--- src/rtl/si_div_cell.sv ---
// One restoring-division cell: resolves one quotient bit for both coordinates.
module si_div_cell #(
  parameter int RW = 60,
  parameter int QB = 21,
  parameter int K = 0,
  parameter int SW = 8
) (
  input  logic          clk,
  input  logic          rst_n,
  input  logic          en,
  input  logic          in_v,
  input  logic [RW-1:0] in_rx,
  input  logic [RW-1:0] in_ry,
  input  logic [RW-1:0] in_d,
  input  logic [QB-1:0] in_qx,
  input  logic [QB-1:0] in_qy,
  input  logic [SW-1:0] in_side,
  output logic          out_v,
  output logic [RW-1:0] out_rx,
  output logic [RW-1:0] out_ry,
  output logic [RW-1:0] out_d,
  output logic [QB-1:0] out_qx,
  output logic [QB-1:0] out_qy,
  output logic [SW-1:0] out_side
);

  logic [RW-1:0] dk;
  logic          gx, gy;
  logic          v_r;
  logic [RW-1:0] rx_r, ry_r, d_r;
  logic [QB-1:0] qx_r, qy_r;
  logic [SW-1:0] side_r;

  always_comb begin
    dk = in_d << K;
    gx = (in_rx >= dk);
    gy = (in_ry >= dk);
  end

  always_ff @(posedge clk) begin
    if (!rst_n) begin
      v_r <= 1'b0;
    end else if (en) begin
      v_r <= in_v;
    end
  end

  always_ff @(posedge clk) begin
    if (en) begin
      rx_r   <= gx ? (in_rx - dk) : in_rx;
      ry_r   <= gy ? (in_ry - dk) : in_ry;
      d_r    <= in_d;
      qx_r   <= {in_qx[QB-2:0], gx};
      qy_r   <= {in_qy[QB-2:0], gy};
      side_r <= in_side;
    end
  end

  assign out_v    = v_r;
  assign out_rx   = rx_r;
  assign out_ry   = ry_r;
  assign out_d    = d_r;
  assign out_qx   = qx_r;
  assign out_qy   = qy_r;
  assign out_side = side_r;

endmodule

--- config.mk ---
export PLATFORM = sky130hd
export DESIGN_NAME = si_div_cell
export DESIGN_NICKNAME = d
export VERILOG_FILES = /design/src/rtl/si_div_cell.sv
export SDC_FILE = /design/constraint.sdc
export NUM_CORES = 1
export LEC_CHECK = 0
export BUFFER_PORTS_ARGS = -buffer_cell sky130_fd_sc_hd__buf_2
export CORE_AREA = 2 2 182 184
export CTS_BUF_LIST = sky130_fd_sc_hd__clkbuf_4 sky130_fd_sc_hd__clkbuf_8
export DETAILED_ROUTE_END_ITERATION = 10
export DIE_AREA = 0 0 184 186
export GPL_TIMING_DRIVEN = 0
export PLACE_DENSITY_LB_ADDON = 0.08
export SETUP_SLACK_MARGIN = 0.15
export SLEW_MARGIN = 30
export SYNTH_ARGS = -nofsm -noshare
export SYNTH_HDL_FRONTEND = slang
export SYNTH_SLANG_ARGS = --single-unit
export TNS_END_PERCENT = 1
--- constraint.sdc ---
create_clock -name clk -period 6.7 [get_ports clk]
set_input_delay 0.335 -clock clk [delete_from_list [all_inputs] [get_ports clk]]
set_output_delay 0.335 -clock clk [all_outputs]
set_load 0.005 [all_outputs]
Yosys cells after proc, flatten, opt, wreduce, memory -nomap -nowiden

Cells that the tools add are included.
Widths: inputs -> output; s select.

Add/sub/neg operators: 2
Magnitude comparators: 2
Mux-type cells: 2

Operators with widths:

| kind           | number |
|---|---|
| $ge 60x60->1   | 2 |
| $mux 60        | 2 |
| $sub 60x60->60 | 2 |

Register bits: 231
Output and inout port bits: 231
Word-level logic and storage cells: 13

Longest topological paths before layout

Gate-level depths: netlist (run 1).

Depth after elaboration: 2
Mapped depth: 15
Mapped depth without buffers: 14

Worst setup path after synthesis (run 1)

Ideal clock, no wire load.

Path type: input port to flip-flop
From: input in_ry[0]
To: register ry_r[13] (netlist: out_ry[13]) (data pin)
Library setup time: 260 ps
Arrival: 2,933 ps
Path slack: 3,507 ps
Stages on the path: 12
Path buffers: 1
Cell sequence: inv_1 ha_1 fa_1 nor2b_1 o21bai_1 a21boi_1 o21ai_0 a2111oi_2 nor3_1 o31ai_1 buf_2 mux2_2

Longest elaborated chain between the ends: 2

Ends and longest elaborated chain:

| item                                           | line   | text |
|---|---|---|
| start, declared                                | 13     | `input logic [RW-1:0] in_ry,` |
| $sub 60x60->60 or $ge 60x60->1 (tied branches) | 51, 37 |  |
| $mux 60 (*)                                    | 51     | `ry_r <= gy ? (in_ry - dk) : in_ry;` |
| end signal, assigned                           | 51     |  |
| end, declared                                  | 30     | `logic [RW-1:0] rx_r, ry_r, d_r;` |

Every way passes the cells marked *; elsewhere a longest branch is shown, timed or not.
A chain may end at the register's enable or synchronous reset.

Worst setup path in the final report (run 1)

From: input in_d[14]
To: register rx_r[37] (netlist: out_rx[37]) (data pin)

Longest elaborated chain between the ends: 2

Ends and longest elaborated chain:

| item                                           | line   | text |
|---|---|---|
| start, declared                                | 14     | `input logic [RW-1:0] in_d,` |
| $sub 60x60->60 or $ge 60x60->1 (tied branches) | 50, 36 |  |
| $mux 60 (*)                                    | 50     | `rx_r <= gx ? (in_rx - dk) : in_rx;` |
| end signal, assigned                           | 50     |  |
| end, declared                                  | 30     |  |

Marks and branches as above.

==> results of run 1 <==
repair_timing:
item / in CTS / in global routing
setup buffers: 0 / 0
endpoints found under the hold margin: 104 / 0
gates resized for setup: 0 / 0
hold buffers: 105 / 0
registers in the layout, summed over array words and instances, names as in the netlist:
register,flops
out_qx,21
out_qy,21
out_rx,60
out_d,60
out_v,1
out_side,8
out_ry,60
power groups by stage:
| stage | logic [W] | registers, W | clock network, W |
|---|---|---|---|
| 2_1_floorplan | 0.000754 | 0.00189 | 0 |
| 3_3_place_gp | 0.00130 | 0.00187 | 0 |
| 3_5_place_dp | 0.00131 | 0.00186 | 0 |
| 4_1_cts | 0.00137 | 0.00183 | 0.00145 |
| 5_1_grt | 0.00152 | 0.00185 | 0.00151 |
| 6_report | 0.00139 | 0.00184 | 0.00143 |
path summary, 6_finish.rpt:
kind,cells after the start,to,from,slack [ns]
setup reg to reg,3,out_v$_SDFFE_PN0P_,out_v$_SDFFE_PN0P_,5.54
hold reg to reg,3,out_v$_SDFFE_PN0P_,out_v$_SDFFE_PN0P_,1.08
setup / recovery,17,out_rx[37]$_DFFE_PP_,in_d[14],2.43
hold / removal,1,out_d[34]$_DFFE_PP_,in_d[34],0.04
cells in the mapped netlist, types with 9 or more instances:
cell type / count / area [um2]
a211oi_1: 15 / 113
a21o_1: 52 / 390
a21oi_1: 230 / 1150
and2_1: 9 / 56.3
and3_1: 10 / 62.6
buf_2: 24 / 120
clkbuf_1: 33 / 124
edfxtp_1: 230 / 6910
ha_1: 120 / 1500
inv_1: 106 / 398
mux2_2: 14 / 158
nand2_1: 120 / 450
nand2b_1: 11 / 68.8
nand3_1: 20 / 100
nand4_1: 44 / 275
nor2_1: 172 / 646
nor2b_1: 18 / 113
nor3_1: 17 / 85.1
o21a_1: 17 / 128
o21ai_0: 82 / 410
o21bai_1: 25 / 188
o31ai_1: 15 / 113
or2_2: 10 / 62.6
xnor2_1: 62 / 543
xor2_1: 38 / 333
area by class of cell:
class	instances	area, um2
fill	2712	11600
timing repair buffer	569	3430
tap	408	510
inverter	107	402
clock buffer	57	709
antenna	2	5.00
sequential	231	6930
clock inverter	16	170
multi-input combinational	1232	8180
buffer	65	305
metrics by stage:
stage	cells	utilization	worst slack, ns	total power [W]	hold slack (ns)
floorplan	1635	-	3.51	0.00264	0.434
detailed placement	2507	0.581	2.50	0.00317	0.512
global placement	2505	0.579	2.13	0.00317	0.498
global route	2686	0.641	2.36	0.00488	0.0136
finish	2687	0.641	2.43	0.00465	0.0433
CTS	2685	0.641	2.56	0.00466	0.00539
cells in the final DEF, fill, tap and decap left out, types with 5 or more instances in the layout:
cell type,synthesis,layout
a211oi_1,15,15
a21boi_0,6,6
a21o_1,52,52
a21oi_1,230,230
a31oi_1,7,7
and2_1,9,9
and3_1,10,10
buf_2,24,485
clkbuf_1,33,33
clkbuf_4,0,12
clkbuf_8,0,45
clkinv_1,0,8
dlygate4sd3_1,0,105
edfxtp_1,230,230
ha_1,120,120
inv_1,106,106
mux2_2,14,14
mux2_4,6,6
nand2_1,120,120
nand2b_1,11,11
nand3_1,20,20
nand4_1,44,44
nor2_1,172,172
nor2b_1,18,18
nor3_1,17,17
nor3b_1,6,6
nor4_1,7,7
o211ai_1,6,6
o21a_1,17,17
o21ai_0,82,82
o21bai_1,25,25
o221ai_1,5,5
o31ai_1,15,15
or2_2,10,10
or3_1,5,5
xnor2_1,62,62
xor2_1,38,38
metal layers:
layer,share of wire,track usage,up-vias
li1,-,-,7281
met1,0.43,0.430,7094
met2,0.46,0.510,719
met3,0.081,0.0595,111
met4,0.036,0.124,0
met5,0,0,-
kinds of logic after synthesis:
group | Yosys count | synth area share
AOI/OAI and AO/OA | 522 | 0.209
and+or+nand+nor | 463 | 0.137
DFF | 231 | 0.438
buffers and inverters | 172 | 0.0447
adders and majority gates | 122 | 0.0975
xor gates and xnor gates | 100 | 0.0554
muxes | 25 | 0.0190
==> impl_metrics.toml, run 1 <==
[placed_design]
gp_congestion = 0.957
placedInstanceArea_mm2 = 0.0187
portBuffers = 462
dpl.hpwl_um = 44000

[cells_and_area]
area_growth_pct = 30.5
drive_gt1_frac = 0.269
nets = 2604
final_cell_area_mm2 = 0.0206

[floorplan]
io_pins = 465
initial_core_util = 0.491
die_y_um = 186
design.core.area_mm2 = 0.0322
die-area_mm2 = 0.0342
rows = 66
die_w_um = 184

[sta]
rsz0062_at_grt = "false"
skew_ns = 0
slew_viol_final = 0
fin_crit_ns = 4.27
fin_setup_tns_ns = 0
worstMarginPinSlew_ns = 0.765
relSlewSlack = 0.485
fin_crit_sh = 0.637
hold_viol_final = 0
finalSetupViolations = 0
fmax_mhz = 234

[power_and_ir_drop]
switching_share = 0.310
clkPwrFrac = 0.307
p_sw_w = 0.00144
powerDensity_mw_per_mm2 = 225
power_frac_comb = 0.299
leakagePower_nw = 9.17
seqPwrFrac = 0.395
vdd_ir_drop_max_uv = 149
intPower_w = 0.00321

[synth]
synth_area_mm2 = 0.0158
synth-seq-cells = 231
synth-main-ff-cell = "edfxtp_1"
ys.warnings.count = 0
seq_area_frac_synth = 0.438
synthArstFlopShare = 0
synth_nets = 1991
netlist_instances = 1635
syn_avg_cell_area_um2 = 9.67
synth_edf_count = 230
ys_types = 84

[clock_network]
worstSkewPairLatency_ns = 0.57
cts_tree = "yes"
cts_buffers = 42
cts-root-buf = "clkbuf_8"
clock_sinks = 231
clk_pin_slew_ns = 0.06
cts.path.max_buffers = 3
htreeDepth = 2

[worst_setup_path]
worstSetupPathType = "primary input to flop"
critPathMaxFanout = 10
crit_arrival_ns = 4.59
cp_cell_sequence = "dlygate4sd3_1, buf_2, inv_1, ha_1, clkbuf_2, and2_0, nand4_1, nor4_1, o311a_1, or3_4, and2_4, a211oi_2, o21a_2, inv_2, buf_6, nor2_1, nor3b_1"
critPathBufInv = 6
critPathTopFamily = "simple AND/OR/NAND/NOR gates"
crit_path_top_delay_cell = "nor4_1"
slowest_delay_ns = 0.60
endpoint_kind = "flop"
required_ns = 7.02
startpoint_type = "primary input"

[drt]
wl_per_cell_um = 20.9
drt_iter0_drc = 1181
drc = 0
firstDrtPassIters = 5
dr_total_vias = 15205
via_per_inst = 5.66
totalWireLength_um = 56100
ant_nets = 0

[global_route]
antenna_found_initial = 1
grt_overflow = 0
grt_use_total = 0.319
grt_start_max_net_pins = 95
grt_pass1_vias = 14653
grt_pass1_wl_um = 82400

[worst_hold_path]
holdCritPathClass = "primary input to flop"

[run_status]
status = "finished clean"

[run]
max-cap-violations = 0
Note: power is estimated with default switching activity, not from simulation.
==> run 2, diff against run 1 <==
--- a/config.mk
+++ b/config.mk
@@ -6,10 +6,10 @@
 export NUM_CORES = 1
 export LEC_CHECK = 0
 export BUFFER_PORTS_ARGS = -buffer_cell sky130_fd_sc_hd__buf_2
-export CORE_AREA = 2 2 182 184
+export CORE_MARGIN = 2
+export CORE_UTILIZATION = 49
 export CTS_BUF_LIST = sky130_fd_sc_hd__clkbuf_4 sky130_fd_sc_hd__clkbuf_8
 export DETAILED_ROUTE_END_ITERATION = 10
-export DIE_AREA = 0 0 184 186
 export GPL_TIMING_DRIVEN = 0
 export PLACE_DENSITY_LB_ADDON = 0.08
 export SETUP_SLACK_MARGIN = 0.15
==> constraint.sdc (replaced) <==
create_clock -name clk -period 3.8 [get_ports clk]
set_input_delay 0.19 -clock clk [delete_from_list [all_inputs] [get_ports clk]]
set_output_delay 0.19 -clock clk [all_outputs]
set_load 0.005 [all_outputs]
==> run 2 against run 1 <==
Net effect:
- cell count is 3.5% higher
- total power is 73% higher
- global-route usage is 1.2 points higher
- sequential power is 76% higher
- non-clock buffer count is 92 higher
- clock power is 59% higher
- worst setup slack worse by 2.2 ns
- design area is 4.4% higher
- critical endpoint is now out_rx[39]$_DFFE_PP_
- worst hold slack worse by 0.024 ns
- via count is 3.4% higher
- largest cell class unchanged
- utilization is 4.0 points higher
- clock skew stayed put
==> impl_metrics.toml, run 2 (same netlist as run 1, synthesis figures left out) <==
[run_status]
status = "finished clean"

[sta]
hold_viol_final = 0
fin_crit_sh = 0.930
fin_setup_tns_ns = 0
slew_viol_final = 0
skew_ns = 0
worstMarginPinSlew_ns = 0.589
fmax_mhz = 283
finalSetupViolations = 0
fin_ws_ns = 0.265
fin_crit_ns = 3.54
rsz0062_at_grt = "false"
relSlewSlack = 0.607

[floorplan]
die_w_um = 184
initial_core_util = 0.500
io_pins = 465
die-area_mm2 = 0.0337
rows = 65
design.core.area_mm2 = 0.0316
die_y_um = 184

[cells_and_area]
nets = 2695
area_growth_pct = 36.2
final_cell_area_mm2 = 0.0215
final_cell_mix = "buf_2 (481), a21oi_1 (230), edfxtp_1 (230)"
fin_util = 0.681
drive_gt1_frac = 0.261
fillers = 2522
final_common_cell = "buf_2"

[global_route]
grt_pass1_wl_um = 84700
grt_pass1_vias = 15122
grt_use_total = 0.331
grt_overflow = 0
antenna_found_initial = 11
grt_start_max_net_pins = 93

[drt]
drt_iter0_drc = 1358
dr_total_vias = 15716
wl_per_cell_um = 20.8
totalWireLength_um = 57800
via_per_inst = 5.65
ant_nets = 0
drc = 0
firstDrtPassIters = 6

[placed_design]
dpl.hpwl_um = 44300
placedInstanceArea_mm2 = 0.0187
gp_congestion = 0.934
place_ws_ns = -0.374
portBuffers = 462

[worst_setup_path]
startpoint_type = "primary input"
critPathMaxFanout = 10
crit_path_top_delay_cell = "dlygate4sd3_1"
cp_cell_sequence = "dlygate4sd3_1, buf_2, inv_1, ha_1, clkbuf_1, a21o_1, a21oi_1, nand2_1, or3_4, and2_4, a211oi_2, o21a_2, inv_2, buf_6, mux2_1"
slowest_delay_ns = 0.54
worstSetupPathType = "primary input to flop"
critPathBufInv = 6
crit_arrival_ns = 3.82
r2r_slack_ns = 2.65
endpoint_kind = "flop"
critPathTopFamily = "buffers and inverters"
required_ns = 4.08

[clock_network]
cts.path.max_buffers = 3
cts_buffers = 41
cts_setup_buffers = 0
htreeDepth = 2
clock_sinks = 231
worstSkewPairLatency_ns = 0.57
cts_tree = "yes"
clk_pin_slew_ns = 0.05
cts-root-buf = "clkbuf_8"

[power_and_ir_drop]
powerDensity_mw_per_mm2 = 375
p_total_w = 0.00807
vdd_ir_drop_max_uv = 342
leakagePower_nw = 9.52

[worst_hold_path]
holdCritPathClass = "primary input to flop"

[run]
max-cap-violations = 0
run 2: cell types whose count changed in the layout (fill, tap and decap cells not counted), moves of 2 or more:
cell           change
bufinv_16          -3
clkinvlp_4         +2
o31ai_2            +2
clkinv_1           +4
clkbuf_8           -2
buf_2              -4
dlygate4sd3_1     +92
o31ai_1            -2
clkbuf_4           +4
diode_2            +8
run 2: repair_timing:
action,CTS,global route
gates resized for setup,0,14
hold buffers,197,0
endpoints found under the hold margin,196,0
endpoints found under the setup margin,0,94
run 2: worst min-delay path: cells and delay by family:
family | cells | cell delay, ns
AND/OR/NAND/NOR | 1 | 0.05
buffers and inverters | 1 | 0.09
AO/OA/AOI/OAI | 1 | 0.13
run 2: final cells by class:
cell class / instances / area [um2] / area share
sequential: 231 / 6930 / 0.322
antenna: 10 / 25.0 / 0.00116
multi-input combinational: 1232 / 8230 / 0.382
tap: 402 / 503 / 0.0234
timing repair buffer: 661 / 4350 / 0.202
buffer: 65 / 317 / 0.0147
inverter: 107 / 402 / 0.0186
clock inverter: 19 / 110 / 0.00511
clock buffer: 55 / 682 / 0.0317
run 2: worst paths after layout:
check / to / start / cells past startpoint
worst min-delay path: out_ry[49]$_DFFE_PP_ / in_ry[49] / 3
worst max register to register: out_v$_SDFFE_PN0P_ / out_v$_SDFFE_PN0P_ / 3
worst max-delay path: out_rx[39]$_DFFE_PP_ / in_d[38] / 15
worst min register to register: out_v$_SDFFE_PN0P_ / out_v$_SDFFE_PN0P_ / 3
run 2: layer usage:
metal,GRT usage,share of wire,vias up
met4,0.150,0.043,2
met3,0.0646,0.077,151
met1,0.437,0.42,7355
met5,0,0.00021,-
li1,-,-,7478
met2,0.528,0.46,730
run 2: stage by stage:
stage	hold slack (ns)	cells
4_1_cts	0.000152	2772
5_1_grt	0.00957	2782
2_1_floorplan	0.289	1635
6_report	0.0192	2782
3_3_place_gp	0.367	2499
3_5_place_dp	0.369	2501
run 2: where the power goes:
part | switching, W | internal, W | leakage [nW]
clock | 0.00105 | 0.00123 | 0.413
combinational | 0.00146 | 0.00108 | 6.84
sequential | 0.0000711 | 0.00316 | 2.26
==> run 3, diff against run 2 <==
--- a/config.mk
+++ b/config.mk
@@ -7,8 +7,9 @@
 export LEC_CHECK = 0
 export BUFFER_PORTS_ARGS = -buffer_cell sky130_fd_sc_hd__buf_2
 export CORE_MARGIN = 2
-export CORE_UTILIZATION = 49
-export CTS_BUF_LIST = sky130_fd_sc_hd__clkbuf_4 sky130_fd_sc_hd__clkbuf_8
+export CORE_UTILIZATION = 48
+export CTS_BUF_LIST = sky130_fd_sc_hd__clkbuf_8 sky130_fd_sc_hd__clkbuf_16
+export CTS_CLUSTER_DIAMETER = 120
 export DETAILED_ROUTE_END_ITERATION = 10
 export GPL_TIMING_DRIVEN = 0
 export PLACE_DENSITY_LB_ADDON = 0.08
==> run 3 against run 2 <==
Net effect:
- design area shrank 1.6%
- highest routed layer is now met4
- register-to-register slack is essentially flat
- critical path depth shrank 2
==> impl_metrics.toml, run 3 (same netlist as run 1, synthesis figures left out) <==
[placed_design]
portBuffers = 462
dpl.hpwl_um = 44000
gp_congestion = 0.951

[global_route]
antenna_found_initial = 4
grt_overflow = 0
grt_pass1_vias = 14664
grt_use_total = 0.317
grt_pass1_wl_um = 82900
grt_start_max_net_pins = 92

[clock_network]
cts.path.max_buffers = 3
htreeDepth = 1
cts_buffers = 25
cts_setup_buffers = 0
cts-root-buf = "clkbuf_16"
worstSkewPairLatency_ns = 0.55
clk_pin_slew_ns = 0.06
clock_sinks = 231
cts_tree = "yes"

[cells_and_area]
fillers = 2708
final_cell_mix = "buf_2 (484), a21oi_1 (230), edfxtp_1 (230)"
area_growth_pct = 34.0
drive_gt1_frac = 0.258
final_common_cell = "buf_2"
nets = 2640

[sta]
rsz0062_at_grt = "true"
fmax_mhz = 276
relSlewSlack = 0.585
hold_viol_final = 0
fin_setup_tns_ns = 0
fin_crit_ns = 3.62
holdWs_ns = 0.000400
fin_crit_sh = 0.953
worstMarginPinSlew_ns = 0.619
skew_ns = 0
slew_viol_final = 0
finalSetupViolations = 0

[worst_setup_path]
crit_arrival_ns = 3.89
slowest_delay_ns = 0.59
required_ns = 4.08
critPathTopFamily = "compound AO/OA/AOI/OAI gates"
critPathBufInv = 2
crit_path_top_delay_cell = "a211oi_1"
startpoint_type = "primary input"
cp_cell_sequence = "dlygate4sd3_1, buf_2, ha_1, o21a_1, o31a_1, o311a_1, o21ai_1, a21oi_1, nor3_2, a21oi_2, a211oi_1, o211a_1, o311ai_1"
endpoint_kind = "flop"
critPathMaxFanout = 4
worstSetupPathType = "primary input to flop"

[drt]
wl_per_cell_um = 20.6
dr_total_vias = 15430
ant_nets = 0
drc = 0
totalWireLength_um = 56600
firstDrtPassIters = 5
drt_iter0_drc = 1359
via_per_inst = 5.61

[power_and_ir_drop]
powerDensity_mw_per_mm2 = 383
vdd_ir_drop_max_uv = 382
leakagePower_nw = 9.33

[floorplan]
initial_core_util = 0.487
io_pins = 465
die_w_um = 186
design.core.area_mm2 = 0.0325
die-area_mm2 = 0.0344
die_y_um = 186
rows = 66

[run_status]
status = "finished clean"

[worst_hold_path]
holdCritPathClass = "primary input to flop"

[run]
max-cap-violations = 0
## run 3: changes by cell type in the layout (fill, tap and decap cells not counted), moves of 2 or more
| cell | before | now |
|---|---|---|
| clkinv_1 | 12 | 3 |
| dlygate4sd3_1 | 197 | 158 |
| clkbuf_16 | 0 | 25 |
| a2111oi_1 | 2 | 0 |
| a2111oi_4 | 0 | 2 |
| buf_2 | 481 | 484 |
| clkinv_4 | 0 | 3 |
| inv_1 | 106 | 109 |
| clkbuf_4 | 16 | 1 |
| clkbuf_8 | 43 | 0 |
| diode_2 | 10 | 5 |
## run 3: what timing repair did
action / 4_1_cts / 5_1_grt
endpoints found under the setup margin: 0 / 118
hold buffers: 158 / 0
endpoints found under the hold margin: 157 / 0
gates resized for setup: 0 / 12
## run 3: layout make-up
| class | instances | area (um2) | share of cell area |
|---|---|---|---|
| multi-input cells | 1232 | 8240 | 0.389 |
| flip-flops and latches | 231 | 6930 | 0.327 |
| repair buffers | 622 | 3960 | 0.187 |
| clock buffers | 25 | 626 | 0.0295 |
| well taps | 442 | 553 | 0.0261 |
| inverters | 107 | 402 | 0.0189 |
| plain buffers | 65 | 309 | 0.0146 |
| clock inverters | 20 | 165 | 0.00779 |
| diodes | 5 | 12.5 | 0.000590 |
## run 3: power by group
part	internal, W	switching (W)
clock network	0.00134	0.00104
logic	0.00105	0.00145
registers	0.00316	0.0000708
total	0.00555	0.00256
## run 3: worst paths after layout
path,depth (start not counted),startpoint,end,slack (ns)
min,3,in_ry[42],out_ry[42]$_DFFE_PP_,0.0004
max,13,in_ry[3],out_ry[59]$_DFFE_PP_,0.18
max reg2reg,3,out_v$_SDFFE_PN0P_,out_v$_SDFFE_PN0P_,2.65
min reg2reg,3,out_v$_SDFFE_PN0P_,out_v$_SDFFE_PN0P_,1.08
## run 3: worst reg2reg max path, delay by kind of cell (launching register included)
kind,cells,cell delay (ns)
buffers and inverters,1,0.55
flip-flops,1,0.31
multiplexers,1,0.12
AND/OR/NAND/NOR,1,0.06
## run 3: per-stage QoR
stage                     setup slack (ns)   util  total power, W  area, um2  std cells
after floorplan                      0.752      -         0.00466      15800       1635
after detailed placement            -0.324  0.578         0.00559      18700       2541
after global placement              -0.590  0.576         0.00558      18700       2539
after global routing              -0.00209  0.653         0.00849      21200       2748
final                                0.180  0.653         0.00812      21200       2749
after CTS                            0.162  0.651         0.00809      21100       2744
## run 3: routing by layer
metal  vias up  track usage  part of all wire
li1       7349            -                 -
met1      7321        0.446              0.44
met3        83       0.0479             0.082
met2       677        0.501              0.45
met4         0        0.105             0.032
met5         -            0                 0
